File: src/rtl/qstd_pkg.sv
// Shared types and constants for the smallest-three quaternion decoder.
`default_nettype none

package qstd_pkg;

    localparam int FRAC_BITS_DEF = 14;
    localparam int CODE_W        = 10;
    localparam int COMP_W        = 16;
    localparam int HALF_W        = 16;
    localparam int LANES         = 3;
    localparam int AXES          = 4;
    localparam int LANE_STAGES   = 3;

    localparam logic [CODE_W-1:0] CODE_MAX = 10'h3FF;

    // round(2^30/sqrt2) = 759250125 = 1023 * SCALE_Q + SCALE_R
    localparam int SCALE_Q   = 742179;
    localparam int SCALE_R   = 1008;
    localparam int SCALE_Q_W = 30;
    localparam int SCALE_R_W = 20;

    typedef struct packed {
        logic [HALF_W-1:0] packed_high;
        logic [HALF_W-1:0] packed_low;
    } t_in_item;

    typedef struct packed {
        logic signed [COMP_W-1:0] comp_x;
        logic signed [COMP_W-1:0] comp_y;
        logic signed [COMP_W-1:0] comp_z;
        logic signed [COMP_W-1:0] comp_w;
        logic                     norm_clamped;
    } t_out_item;

endpackage

`default_nettype wire

File: src/rtl/quaternion_smallest_three_decode_top.sv
// Top level of the smallest-three quaternion decoder.
//
// Input channel: i_valid / o_stall carry one packed 32-bit rotation word
// (i_data.packed_high, i_data.packed_low) per transaction.
// Output channel: o_valid / i_stall carry the four components in signed
// fixed point with FRAC_BITS fractional bits plus the norm_clamped flag.
//
// Throughput: one transaction per cycle, sustained while the receiver does not stall.
// Pipeline stages from accept to o_valid:
//   3 lane stages (scale, divide-by-1023 and round, sign and square),
//   1 stage for the sum of squares and clamp,
//   FRAC_BITS + 1 stages of the square-root pipeline (one root bit each),
//   1 output register where the rounded root and lanes are placed.
// Every stage has its own valid bit and advances whenever it is empty or
// the stage after it advances, so bubbles close up. While the receiver
// stalls, the output holds and new transactions are still taken until the
// pipeline is full; o_stall then follows.
// Reset (i_rst_n low, synchronous) clears all valid bits; data registers
// are not reset. There is no other state.
`default_nettype none

module quaternion_smallest_three_decode_top #(
    parameter int FRAC_BITS = qstd_pkg::FRAC_BITS_DEF
) (
    input  wire logic                 i_clk,
    input  wire logic                 i_rst_n,
    input  wire logic                 i_valid,
    output logic                      o_stall,
    input  wire qstd_pkg::t_in_item   i_data,
    output logic                      o_valid,
    input  wire logic                 i_stall,
    output qstd_pkg::t_out_item       o_data
);
    import qstd_pkg::*;

    localparam int NS = FRAC_BITS + 6;   // total pipeline stages

    logic [NS-1:0] r_vld;
    logic [NS-1:0] stage_en;

    // a stage loads when it is empty or its successor moves on
    always_comb begin
        stage_en[NS-1] = !r_vld[NS-1] || !i_stall;
        for (int k = NS - 2; k >= 0; k--) begin
            stage_en[k] = !r_vld[k] || stage_en[k+1];
        end
    end

    always_ff @(posedge i_clk) begin
        if (!i_rst_n) begin
            r_vld <= '0;
        end else begin
            if (stage_en[0]) begin
                r_vld[0] <= i_valid;
            end
            for (int k = 1; k < NS; k++) begin
                if (stage_en[k]) begin
                    r_vld[k] <= r_vld[k-1];
                end
            end
        end
    end

    assign o_stall = !stage_en[0];
    assign o_valid = r_vld[NS-1];

    // unpack the three codes and the largest-axis index
    logic [1:0]        largest;
    logic [CODE_W-1:0] code [LANES];

    always_comb begin
        largest = i_data.packed_high[15:14];
        code[0] = i_data.packed_high[13:4];
        code[1] = {i_data.packed_high[3:0], i_data.packed_low[15:10]};
        code[2] = i_data.packed_low[9:0];
    end

    // decode lanes, one per transmitted component
    logic signed [FRAC_BITS:0]  lane_val [LANES];
    logic [2*FRAC_BITS-1:0]     lane_sq  [LANES];

    for (genvar i = 0; i < LANES; i++) begin : g_lane
        qstd_lane #(
            .FRAC_BITS (FRAC_BITS)
        ) u_lane (
            .i_clk    (i_clk),
            .i_en     (stage_en[LANE_STAGES-1:0]),
            .i_code   (code[i]),
            .o_value  (lane_val[i]),
            .o_square (lane_sq[i])
        );
    end

    // norm, root and placement
    qstd_merge #(
        .FRAC_BITS (FRAC_BITS)
    ) u_merge (
        .i_clk     (i_clk),
        .i_en      (stage_en),
        .i_largest (largest),
        .i_value   (lane_val),
        .i_square  (lane_sq),
        .o_data    (o_data)
    );

endmodule

`default_nettype wire

File: src/rtl/qstd_lane.sv
// One decode lane: 10-bit code to signed fixed-point component and its square.
`default_nettype none

module qstd_lane #(
    parameter int FRAC_BITS = qstd_pkg::FRAC_BITS_DEF
) (
    input  wire logic                                 i_clk,
    input  wire logic [qstd_pkg::LANE_STAGES-1:0]     i_en,
    input  wire logic [qstd_pkg::CODE_W-1:0]          i_code,
    output logic signed [FRAC_BITS:0]                 o_value,
    output logic [2*FRAC_BITS-1:0]                    o_square
);
    import qstd_pkg::*;

    localparam int SHIFT = 30 - FRAC_BITS;
    localparam int SQ_W  = 2 * FRAC_BITS;

    // stage A: |2c-1023| times split scale constant
    logic [CODE_W:0]    twice;
    logic               n_neg;
    logic [CODE_W:0]    diff;
    logic [CODE_W-1:0]  mag;
    logic [SCALE_Q_W-1:0] r_prod_q;
    logic [SCALE_R_W-1:0] r_prod_r;
    logic               r_neg_a;

    always_comb begin
        twice = {i_code, 1'b0};
        n_neg = twice < {1'b0, CODE_MAX};
        diff  = n_neg ? ({1'b0, CODE_MAX} - twice) : (twice - {1'b0, CODE_MAX});
        mag   = diff[CODE_W-1:0];
    end

    always_ff @(posedge i_clk) begin
        if (i_en[0]) begin
            r_prod_q <= SCALE_Q_W'(mag) * SCALE_Q_W'(SCALE_Q);
            r_prod_r <= SCALE_R_W'(mag) * SCALE_R_W'(SCALE_R);
            r_neg_a  <= n_neg;
        end
    end

    // stage B: remainder part / 1023, then round half up
    logic [CODE_W-1:0]    est;
    logic [SCALE_R_W-1:0] rem_full;
    logic [CODE_W:0]      rem;
    logic [CODE_W-1:0]    q1;
    logic [CODE_W-1:0]    r1;
    logic                 half;
    logic [SCALE_Q_W-1:0] total;
    logic [31:0]          rnd_sum;
    logic [FRAC_BITS-1:0] n_mag;
    logic [FRAC_BITS-1:0] r_mag;
    logic                 r_neg_b;

    always_comb begin
        est      = r_prod_r[SCALE_R_W-1:CODE_W];
        rem_full = r_prod_r - {est, {CODE_W{1'b0}}} + SCALE_R_W'(est);
        rem      = rem_full[CODE_W:0];
        if (rem >= {1'b0, CODE_MAX}) begin
            q1 = est + 10'd1;
            r1 = CODE_W'(rem - {1'b0, CODE_MAX});
        end else begin
            q1 = est;
            r1 = rem[CODE_W-1:0];
        end
        half    = {r1, 1'b0} >= {1'b0, CODE_MAX};
        total   = r_prod_q + SCALE_Q_W'(q1);
        rnd_sum = 32'({total, half}) + (32'd1 << SHIFT);
        n_mag   = FRAC_BITS'(rnd_sum >> (SHIFT + 1));
    end

    always_ff @(posedge i_clk) begin
        if (i_en[1]) begin
            r_mag   <= n_mag;
            r_neg_b <= r_neg_a;
        end
    end

    // stage C: sign and square
    logic signed [FRAC_BITS:0] pos_val;

    assign pos_val = $signed({1'b0, r_mag});

    always_ff @(posedge i_clk) begin
        if (i_en[2]) begin
            o_value  <= r_neg_b ? -pos_val : pos_val;
            o_square <= SQ_W'(r_mag) * SQ_W'(r_mag);
        end
    end

endmodule

`default_nettype wire

File: src/rtl/qstd_root.sv
// Pipelined rounded integer square root, one result bit per stage.
`default_nettype none

module qstd_root #(
    parameter int FRAC_BITS = qstd_pkg::FRAC_BITS_DEF
) (
    input  wire logic                   i_clk,
    input  wire logic [FRAC_BITS:0]     i_en,
    input  wire logic [2*FRAC_BITS:0]   i_radicand,
    output logic [FRAC_BITS:0]          o_root
);
    import qstd_pkg::*;

    localparam int STAGES = FRAC_BITS + 1;
    localparam int RAD_W  = 2 * STAGES;
    localparam int ROOT_W = FRAC_BITS + 1;
    localparam int REM_W  = FRAC_BITS + 4;

    logic [REM_W-1:0]  r_rem  [STAGES];
    logic [ROOT_W-1:0] r_root [STAGES];
    logic [RAD_W-1:0]  r_rad  [STAGES-1];

    for (genvar k = 0; k < STAGES; k++) begin : g_stage
        logic [REM_W-1:0]  rem_in;
        logic [ROOT_W-1:0] root_in;
        logic [RAD_W-1:0]  rad_in;
        logic [REM_W-1:0]  cur;
        logic [REM_W-1:0]  trial;
        logic              take;

        if (k == 0) begin : g_first
            assign rem_in  = '0;
            assign root_in = '0;
            assign rad_in  = RAD_W'(i_radicand);
        end else begin : g_next
            assign rem_in  = r_rem[k-1];
            assign root_in = r_root[k-1];
            assign rad_in  = r_rad[k-1];
        end

        always_comb begin
            cur   = {rem_in[REM_W-3:0], rad_in[RAD_W-1 -: 2]};
            trial = REM_W'({root_in, 2'b01});
            take  = cur >= trial;
        end

        always_ff @(posedge i_clk) begin
            if (i_en[k]) begin
                r_rem[k]  <= take ? (cur - trial) : cur;
                r_root[k] <= {root_in[ROOT_W-2:0], take};
            end
        end

        if (k < STAGES - 1) begin : g_rad
            always_ff @(posedge i_clk) begin
                if (i_en[k]) begin
                    r_rad[k] <= {rad_in[RAD_W-3:0], 2'b00};
                end
            end
        end
    end

    // round to nearest: bump when remainder exceeds floor root
    assign o_root = (r_rem[STAGES-1] > REM_W'(r_root[STAGES-1]))
                  ? r_root[STAGES-1] + ROOT_W'(1) : r_root[STAGES-1];

endmodule

`default_nettype wire

File: src/rtl/qstd_merge.sv
// Merge: sum of squares, clamp, root pipeline and placement of components.
`default_nettype none

module qstd_merge #(
    parameter int FRAC_BITS = qstd_pkg::FRAC_BITS_DEF
) (
    input  wire logic                             i_clk,
    input  wire logic [FRAC_BITS+5:0]             i_en,
    input  wire logic [1:0]                       i_largest,
    input  wire logic signed [FRAC_BITS:0]        i_value  [qstd_pkg::LANES],
    input  wire logic [2*FRAC_BITS-1:0]           i_square [qstd_pkg::LANES],
    output qstd_pkg::t_out_item                   o_data
);
    import qstd_pkg::*;

    localparam int ROOT_STAGES = FRAC_BITS + 1;
    localparam int NS          = FRAC_BITS + 6;
    localparam int SUM_IDX     = LANE_STAGES;
    localparam int ROOT_IDX    = LANE_STAGES + 1;
    localparam int SUM_W       = 2 * FRAC_BITS + 2;
    localparam int RAD_W       = 2 * FRAC_BITS + 1;
    localparam int VAL_W       = FRAC_BITS + 1;
    localparam int EXT_W       = (VAL_W > COMP_W) ? VAL_W : COMP_W;

    // largest index follows the lanes
    logic [1:0] r_lane_lg [LANE_STAGES];

    always_ff @(posedge i_clk) begin
        for (int k = 0; k < LANE_STAGES; k++) begin
            if (i_en[k]) begin
                r_lane_lg[k] <= (k == 0) ? i_largest : r_lane_lg[(k == 0) ? 0 : k - 1];
            end
        end
    end

    // sum stage
    logic [SUM_W-1:0]        sum;
    logic [SUM_W-1:0]        one;
    logic                    n_clamp;
    logic [RAD_W-1:0]        n_rad;
    logic [RAD_W-1:0]        r_rad;
    logic                    r_sum_clamp;
    logic [1:0]              r_sum_lg;
    logic signed [FRAC_BITS:0] r_sum_val [LANES];

    always_comb begin
        sum     = SUM_W'(i_square[0]) + SUM_W'(i_square[1]) + SUM_W'(i_square[2]);
        one     = SUM_W'(1) << (2 * FRAC_BITS);
        n_clamp = sum > one;
        n_rad   = n_clamp ? '0 : RAD_W'(one - sum);
    end

    always_ff @(posedge i_clk) begin
        if (i_en[SUM_IDX]) begin
            r_rad       <= n_rad;
            r_sum_clamp <= n_clamp;
            r_sum_lg    <= r_lane_lg[LANE_STAGES-1];
            r_sum_val   <= i_value;
        end
    end

    // root pipeline and matching side taps
    logic [FRAC_BITS:0] root;

    qstd_root #(
        .FRAC_BITS (FRAC_BITS)
    ) u_root (
        .i_clk      (i_clk),
        .i_en       (i_en[ROOT_IDX +: ROOT_STAGES]),
        .i_radicand (r_rad),
        .o_root     (root)
    );

    logic                      r_side_clamp [ROOT_STAGES];
    logic [1:0]                r_side_lg    [ROOT_STAGES];
    logic signed [FRAC_BITS:0] r_side_val   [ROOT_STAGES][LANES];

    always_ff @(posedge i_clk) begin
        for (int k = 0; k < ROOT_STAGES; k++) begin
            if (i_en[ROOT_IDX + k]) begin
                if (k == 0) begin
                    r_side_clamp[k] <= r_sum_clamp;
                    r_side_lg[k]    <= r_sum_lg;
                    r_side_val[k]   <= r_sum_val;
                end else begin
                    r_side_clamp[k] <= r_side_clamp[(k == 0) ? 0 : k - 1];
                    r_side_lg[k]    <= r_side_lg[(k == 0) ? 0 : k - 1];
                    r_side_val[k]   <= r_side_val[(k == 0) ? 0 : k - 1];
                end
            end
        end
    end

    // placement: lane i lands on axis (largest + 1 + i) mod 4
    logic [1:0]              lg;
    logic [1:0]              slot;
    logic [COMP_W-1:0]       root_f;
    logic [COMP_W-1:0]       lane_f [LANES];
    logic [EXT_W-1:0]        ext;
    logic [COMP_W-1:0]       comp [AXES];
    t_out_item               n_data;

    always_comb begin
        lg     = r_side_lg[ROOT_STAGES-1];
        ext    = EXT_W'(root);
        root_f = ext[COMP_W-1:0];
        for (int i = 0; i < LANES; i++) begin
            ext       = EXT_W'(r_side_val[ROOT_STAGES-1][i]);
            lane_f[i] = ext[COMP_W-1:0];
        end
        for (int j = 0; j < AXES; j++) begin
            slot = 2'(j) - lg - 2'd1;
            if (2'(j) == lg) begin
                comp[j] = root_f;
            end else begin
                case (slot)
                    2'd0:    comp[j] = lane_f[0];
                    2'd1:    comp[j] = lane_f[1];
                    default: comp[j] = lane_f[2];
                endcase
            end
        end
        n_data.comp_x       = comp[0];
        n_data.comp_y       = comp[1];
        n_data.comp_z       = comp[2];
        n_data.comp_w       = comp[3];
        n_data.norm_clamped = r_side_clamp[ROOT_STAGES-1];
    end

    always_ff @(posedge i_clk) begin
        if (i_en[NS-1]) begin
            o_data <= n_data;
        end
    end

endmodule

`default_nettype wire

File: config.mk
export PLATFORM = sky130hd
export DESIGN_NAME = quaternion_smallest_three_decode_top
export DESIGN_NICKNAME = d
export VERILOG_FILES = /design/src/rtl/qstd_pkg.sv /design/src/rtl/quaternion_smallest_three_decode_top.sv /design/src/rtl/qstd_lane.sv /design/src/rtl/qstd_root.sv /design/src/rtl/qstd_merge.sv
export SDC_FILE = /design/constraint.sdc
export NUM_CORES = 2
export LEC_CHECK = 0
export ABC_CLOCK_PERIOD_IN_PS = 19000
export BUFFER_PORTS_ARGS = -buffer_cell sky130_fd_sc_hd__buf_2
export CORE_MARGIN = 5
export CORE_UTILIZATION = 59
export CTS_CLUSTER_SIZE = 16
export DETAILED_ROUTE_END_ITERATION = 16
export PLACE_DENSITY = 0.82
export SETUP_SLACK_MARGIN = 0.15
export SYNTH_ARGS = -nofsm -noshare
export SYNTH_HDL_FRONTEND = slang
export SYNTH_SLANG_ARGS = --single-unit
File: constraint.sdc
create_clock -name i_clk -period 19 [get_ports i_clk]
set_clock_uncertainty 0.1 [all_clocks]
set_input_delay 3.8 -clock i_clk [delete_from_list [all_inputs] [get_ports i_clk]]
set_output_delay 3.8 -clock i_clk [all_outputs]
set_load 0.01 [all_outputs]
[After elaboration in Yosys (flattened, before gate mapping)]
Memories as Yosys holds them, arrays and structs flattened. A register that Yosys moved wholly into a read port is not among the register bits.
Index checks and enable logic that the tools add are counted.
Cells by class
  equal/unequal tests: 7
  magnitude comparators: 26
  multipliers: 9
  add/sub/neg operators: 54
  multiplexer cells: 72
  reductions and logical operators: 47
Operators by type and width (number)
  $mux W18: 15
  $ge A18 B17 Y1: 14
  $sub A18 B17 Y18: 14
  $pmux W16 S2: 4
  $add A31 B17 Y31 const B: 3
  $add A30 B10 Y30: 3
  $mul A10 B20 Y30 const B: 3
  $mux W10: 9
  $mul A14 B14 Y28: 3
  $mux W15: 5
  $ge A11 B10 Y1 const B: 6
  $sub A10 B10 Y10 const B: 6
  $mul A10 B6 Y16 const B: 3
  $neg A14 Y15: 3
  $mux W14: 3
  $mux W1: 36
  $add A11 B10 Y11: 3
  $lt A11 B10 Y1 const B: 3
  $sub A11 B11 Y11: 3
  $add A10 B1 Y10 const B: 3
  $add A29 B28 Y30: 1
  $gt A30 B29 Y1 const B: 1
  $sub A10 B10 Y10 const A: 3
  $add A28 B28 Y29: 1
  14 further kinds: 67
Word-level totals
  bits in registers: 474
  word-level logic and storage cells: 279
  RAM bits: 1613
  input bits: 36
  output and inout port bits: 67
  memories: 7
Memories
  u_merge.r_side_val: depth 15, width 45, rd ports 15, clocked after memory_dff 0, wr ports 15, RTL line qstd_merge.sv:76  | logic signed [FRAC_BITS:0] r_side_val [ROOT_STAGES][LANES];
  u_merge.u_root.r_rad: depth 14, width 28, rd ports 14, clocked after memory_dff 0, wr ports 14, RTL line qstd_root.sv:21  | logic [RAD_W-1:0] r_rad [STAGES-1];
  u_merge.u_root.r_rem: depth 15, width 18, rd ports 15, clocked after memory_dff 0, wr ports 15, RTL line qstd_root.sv:19  | logic [REM_W-1:0] r_rem [STAGES];
  u_merge.u_root.r_root: depth 15, width 15, rd ports 15, clocked after memory_dff 0, wr ports 15, RTL line qstd_root.sv:20  | logic [ROOT_W-1:0] r_root [STAGES];
  u_merge.r_side_lg: depth 15, width 2, rd ports 15, clocked after memory_dff 0, wr ports 15, RTL line qstd_merge.sv:75  | logic [1:0] r_side_lg [ROOT_STAGES];
  u_merge.r_side_clamp: depth 15, width 1, rd ports 15, clocked after memory_dff 1, wr ports 15, RTL line qstd_merge.sv:74  | logic r_side_clamp [ROOT_STAGES];
  1 more memories

[Depth between registers and ports, before layout]
  depth after elaboration: 23
  mapped depth: 31
  mapped depth without buffers: 31

[Modules after synthesis]
Synthesis repeated with hierarchy kept, for this count alone.
Second synthesis, totals
  cell total of the unflattened synthesis: 8030
  area total of the unflattened synthesis: 101509.9 um^2
By module, submodules not included
  qstd_merge: times used 1, area an instance 30750.7 um^2, cells each 1547
  qstd_root: times used 1, area an instance 26369.0 um^2, cells each 2049
  qstd_lane (g_lane[2].u_lane): times used 1, area an instance 14599.0 um^2, cells each 1469
  qstd_lane (g_lane[0].u_lane): times used 1, area an instance 14547.7 um^2, cells each 1453
  qstd_lane (g_lane[1].u_lane): times used 1, area an instance 14393.8 um^2, cells each 1413
  quaternion_smallest_three_decode_top: times used 1, area an instance 849.6 um^2, cells each 99

[Worst setup path after synthesis]
No wires, ideal clock.
  kind: input to output
  from: input i_stall
  to: output o_stall
  stages: 9
  buffers on the path: 0
  path slack: 4.667 ns
  data arrival time: 10.433 ns
  cells stage by stage: and3_1 and3_1 and2_1 inv_1 nor3_1 and3_1 and3_1 nand3_1 inv_1
On the way
  word-level cells in the longest chain between the ends: 22
RTL lines
  from (decl): RTL line quaternion_smallest_three_decode_top.sv:31  | input wire logic i_stall,
  $logic_not A1 Y1: RTL line quaternion_smallest_three_decode_top.sv:43  | stage_en[NS-1] = !r_vld[NS-1] || !i_stall;
  $logic_or A1 B1 Y1: RTL line quaternion_smallest_three_decode_top.sv:43
  $logic_or A1 B1 Y1 (4 in series): RTL line quaternion_smallest_three_decode_top.sv:45  | stage_en[k] = !r_vld[k] || stage_en[k+1];
  net stage_en[15]: RTL line quaternion_smallest_three_decode_top.sv:39  | logic [NS-1:0] stage_en;
  $logic_or A1 B1 Y1 (15 in series): RTL line quaternion_smallest_three_decode_top.sv:45
  $logic_not A1 Y1: RTL line quaternion_smallest_three_decode_top.sv:64  | assign o_stall = !stage_en[0];
  to (decl): RTL line quaternion_smallest_three_decode_top.sv:28  | output logic o_stall,
The timed path passes the listed nets, and every way through them passes these cells.

[Worst setup path after layout]
Ends and elaborated chain as after synthesis.

==> results.sh <==
export IMPL_die_h_um=418.9
export IMPL_synth_compound_area_share=0.07215
export IMPL_synthArstFlopShare=0
export IMPL_drtIter0Drc=4794
export IMPL_dieWidth_um=418.9
export IMPL_grt_use_total=0.2262
export IMPL_synth_cells=7605
export IMPL_status="complete, no violations"
export IMPL_slew_viol_final=0
export IMPL_min_period_ns=10.99
export IMPL_cts_clk_slew_worst_paths_ns=0.07
export IMPL_ff_latch_area_um2=51990
export IMPL_synth_xor_area_frac=0.04732
export IMPL_postRouteAntennaNets=0
export IMPL_worstHoldStart="u_merge.u_root.r_rad[0][94]$_DFFE_PP_"
export IMPL_synthAdderAreaFrac=0.2256
export IMPL_synth_cell_types=91
export IMPL_dieArea_um2=175500
export IMPL_gp_congestion=0.9131
export IMPL_synth_edff_count=1718
export IMPL_fp_row_count=150
export IMPL_cts_tree="built"
export IMPL_critical_path_arrival_ns=7.09
export IMPL_drt_wl_total_mm=193.1
export IMPL_fillers=11684
export IMPL_start_kind="input pin"
export IMPL_grt_max_degree=117
export IMPL_io_buffer_count=102
export IMPL_via_per_inst=5.667
export IMPL_gr_total_overflow=0
export IMPL_syn_avg_cell_area_um2=12.97
export IMPL_holdBufCountCts=0
export IMPL_final_common_cell="edfxtp_1"
export IMPL_endpoint_kind="output port"
export IMPL_max_freq_ghz=0.09099
export IMPL_syn2layout_area_growth_pct=8.829
export IMPL_clkSinkCount=1738
export IMPL_dr_total_vias=57436
export IMPL_io_pins=103
export IMPL_seq_area_frac_synth=0.5270
export IMPL_ys_seq_elements=1738
export IMPL_crit_fanout=20
export IMPL_cts_resized=0
export IMPL_synthSimpleGateAreaFrac=0.07755
export IMPL_max_slew_margin=0.1955
export IMPL_crit_start="i_stall"
export IMPL_clk_latency_ns=0.81
export IMPL_synth_top_family_by_area="adder cells"
export IMPL_firstDrtPassIters=6
export IMPL_synth_ff_type="edfxtp_1"
export IMPL_worstPathRequired_ns=15.10
export IMPL_yosys_mux_area_fraction=0.004807
export IMPL_antenna_found_initial=2
export IMPL_drcViolationCount=0
export IMPL_final_nets=9278
export IMPL_grt_pass1_wl_mm=316.9
export IMPL_cts_setup_buffers=0
export IMPL_worst_slew_pin_slew_ns=1.202
export IMPL_yosys_warnings=0
export IMPL_core_um2=166700
export IMPL_hold_class="reg -> reg"
export IMPL_drive_gt1_frac=0.06229
export IMPL_multi_input_area_um2=42250
export IMPL_final_cell_mix="edfxtp_1, inv_1, ha_1"
export IMPL_maxCapViolations=0
export IMPL_finalCritPeriodShare=0.5785
export IMPL_cts_made_buffers=165
export IMPL_hold_violations=0
export IMPL_rsz0062_at_grt="false"
export IMPL_r2r_start="g_lane[0].u_lane.r_mag[11]$_DFFE_PP_"
export IMPL_htree_levels=4
export IMPL_setup_viol=0
export IMPL_wire_per_inst_um=19.05
export IMPL_dp_hpwl_mm=136.2
export IMPL_clockBufferDepth=3
export IMPL_syn_nets=9087
export IMPL_root_buffer="clkbuf_16"
export IMPL_path_class="in -> out"
export IMPL_initial_core_util=0.5920
export IMPL_syn_area_um2=98650
export IMPL_grt_pass1_vias=60951
export IMPL_timing_setup_tns_ns=0
export IMPL_utilization=0.6442
[cells in the mapped netlist, types with 22 or more instances]
| cell | instances | area share |
|---|---|---|
| nor2b_1 | 77 | 0.0049 |
| a21boi_0 | 22 | 0.0017 |
| and2_1 | 150 | 0.0095 |
| nand2_1 | 352 | 0.013 |
| xnor2_1 | 382 | 0.034 |
| a22o_1 | 30 | 0.0027 |
| xor2_1 | 151 | 0.013 |
| nand2b_1 | 59 | 0.0037 |
| clkbuf_1 | 113 | 0.0043 |
| a21o_1 | 89 | 0.0068 |
| a21oi_1 | 349 | 0.018 |
| fa_1 | 551 | 0.11 |
| nand3_1 | 86 | 0.0044 |
| a211oi_1 | 68 | 0.0052 |
| a22oi_1 | 31 | 0.0024 |
| edfxtp_1 | 1718 | 0.52 |
| or3_1 | 32 | 0.0020 |
| or2_2 | 36 | 0.0023 |
| ha_1 | 895 | 0.11 |
| o21ai_0 | 175 | 0.0089 |
| nor3_1 | 132 | 0.0067 |
| or4_1 | 27 | 0.0021 |
| inv_1 | 1066 | 0.041 |
| mux2i_1 | 28 | 0.0028 |
| nor4_1 | 36 | 0.0023 |
| and3_1 | 41 | 0.0026 |
| o31ai_1 | 42 | 0.0032 |
| nor2_1 | 438 | 0.017 |
| nand4_1 | 41 | 0.0026 |
| o21a_1 | 111 | 0.0084 |
[cell type report]
| cell class | count | share of cell area |
|---|---|---|
| sequential | 1738 | 0.4842 |
| multi-input combinational | 4672 | 0.3935 |
| clock buffer | 194 | 0.03947 |
| inverter | 1073 | 0.03756 |
| tap | 2204 | 0.02568 |
| clock inverter | 108 | 0.01155 |
| timing repair buffer | 146 | 0.007948 |
| antenna | 1 | 0.00002331 |
[layer usage]
metal,track usage,wire [um],up-vias
met4,0.09120,8083,0
li1,-,-,26951
met3,0.03610,10240,482
met2,0.4039,99860,1822
met5,0,0,-
met1,0.2754,74960,28181
[worst max-delay path: stages]
cell,delay (ns)
buf_2,0.10
and3_1,0.29
and3_1,0.25
and2_1,0.29
inv_2,0.20
nor3_1,0.83
and3_1,0.33
and3_1,0.38
nand3_4,0.32
inv_1,0.15
buf_2,0.14
[sequential cells by signal, summed over array words and instances, names as in the netlist]
register	count
u_merge.r_rad	29
u_merge.r_side_val	675
u_merge.r_side_lg	30
g_lane.u_lane.r_neg_a	3
u_merge.u_root.r_rad	210
g_lane.u_lane.r_prod_q	87
u_merge.r_sum_lg	2
g_lane.u_lane.r_neg_b	3
u_merge.r_sum_clamp	1
u_merge.r_lane_lg	6
g_lane.u_lane.r_mag	42
g_lane.u_lane.o_value	42
u_merge.u_root.r_rem	220
u_merge.r_sum_val	45
g_lane.u_lane.r_prod_r	42
g_lane.u_lane.o_square	81
u_merge.o_data	65
u_merge.r_side_clamp	15
u_merge.u_root.r_root	120
r_vld	20
[metrics by stage]
| step | cells | hold slack (ns) | area, um^2 | setup WS [ns] |
|---|---|---|---|---|
| after detailed placement | 9833 | 0.3045 | 101900 | 8.035 |
| after global placement | 9833 | 0.3001 | 101900 | 8.064 |
| after CTS | 10135 | 0.2746 | 107400 | 7.977 |
| final | 10136 | 0.2831 | 107400 | 8.009 |
| after floorplan | 7605 | 0.3003 | 98650 | 4.667 |
| after global routing | 10136 | 0.2914 | 107400 | 7.712 |
[path summary, 6_finish.rpt]
kind                                             endpoint  slack (ns)  depth (start not counted)
setup / recovery                                  o_stall        8.01                         11
hold / removal     u_merge.u_root.r_rad[0][124]$_DFFE_PP_        0.28                          0
setup reg to reg  g_lane[0].u_lane.o_square[26]$_DFFE_PP_       11.18                         21
hold reg to reg    u_merge.u_root.r_rad[0][124]$_DFFE_PP_        0.28                          0
[cells by family (layout without fill, tap and decap cells)]
group | Yosys count | count (layout)
AO/OA/AOI/OAI | 1086 | 1086
buffers and inverters | 1195 | 1521
AND/OR/NAND/NOR | 1558 | 1558
multiplexers | 45 | 45
flip-flops | 1738 | 1738
adder cells (fa/ha/maj) | 1449 | 1449
other | 1 | 2
XOR/XNOR | 533 | 533
Power is left out: the tool's default activity adds up to more than one toggle a clock period on the data nets, which glitch-free logic cannot reach.
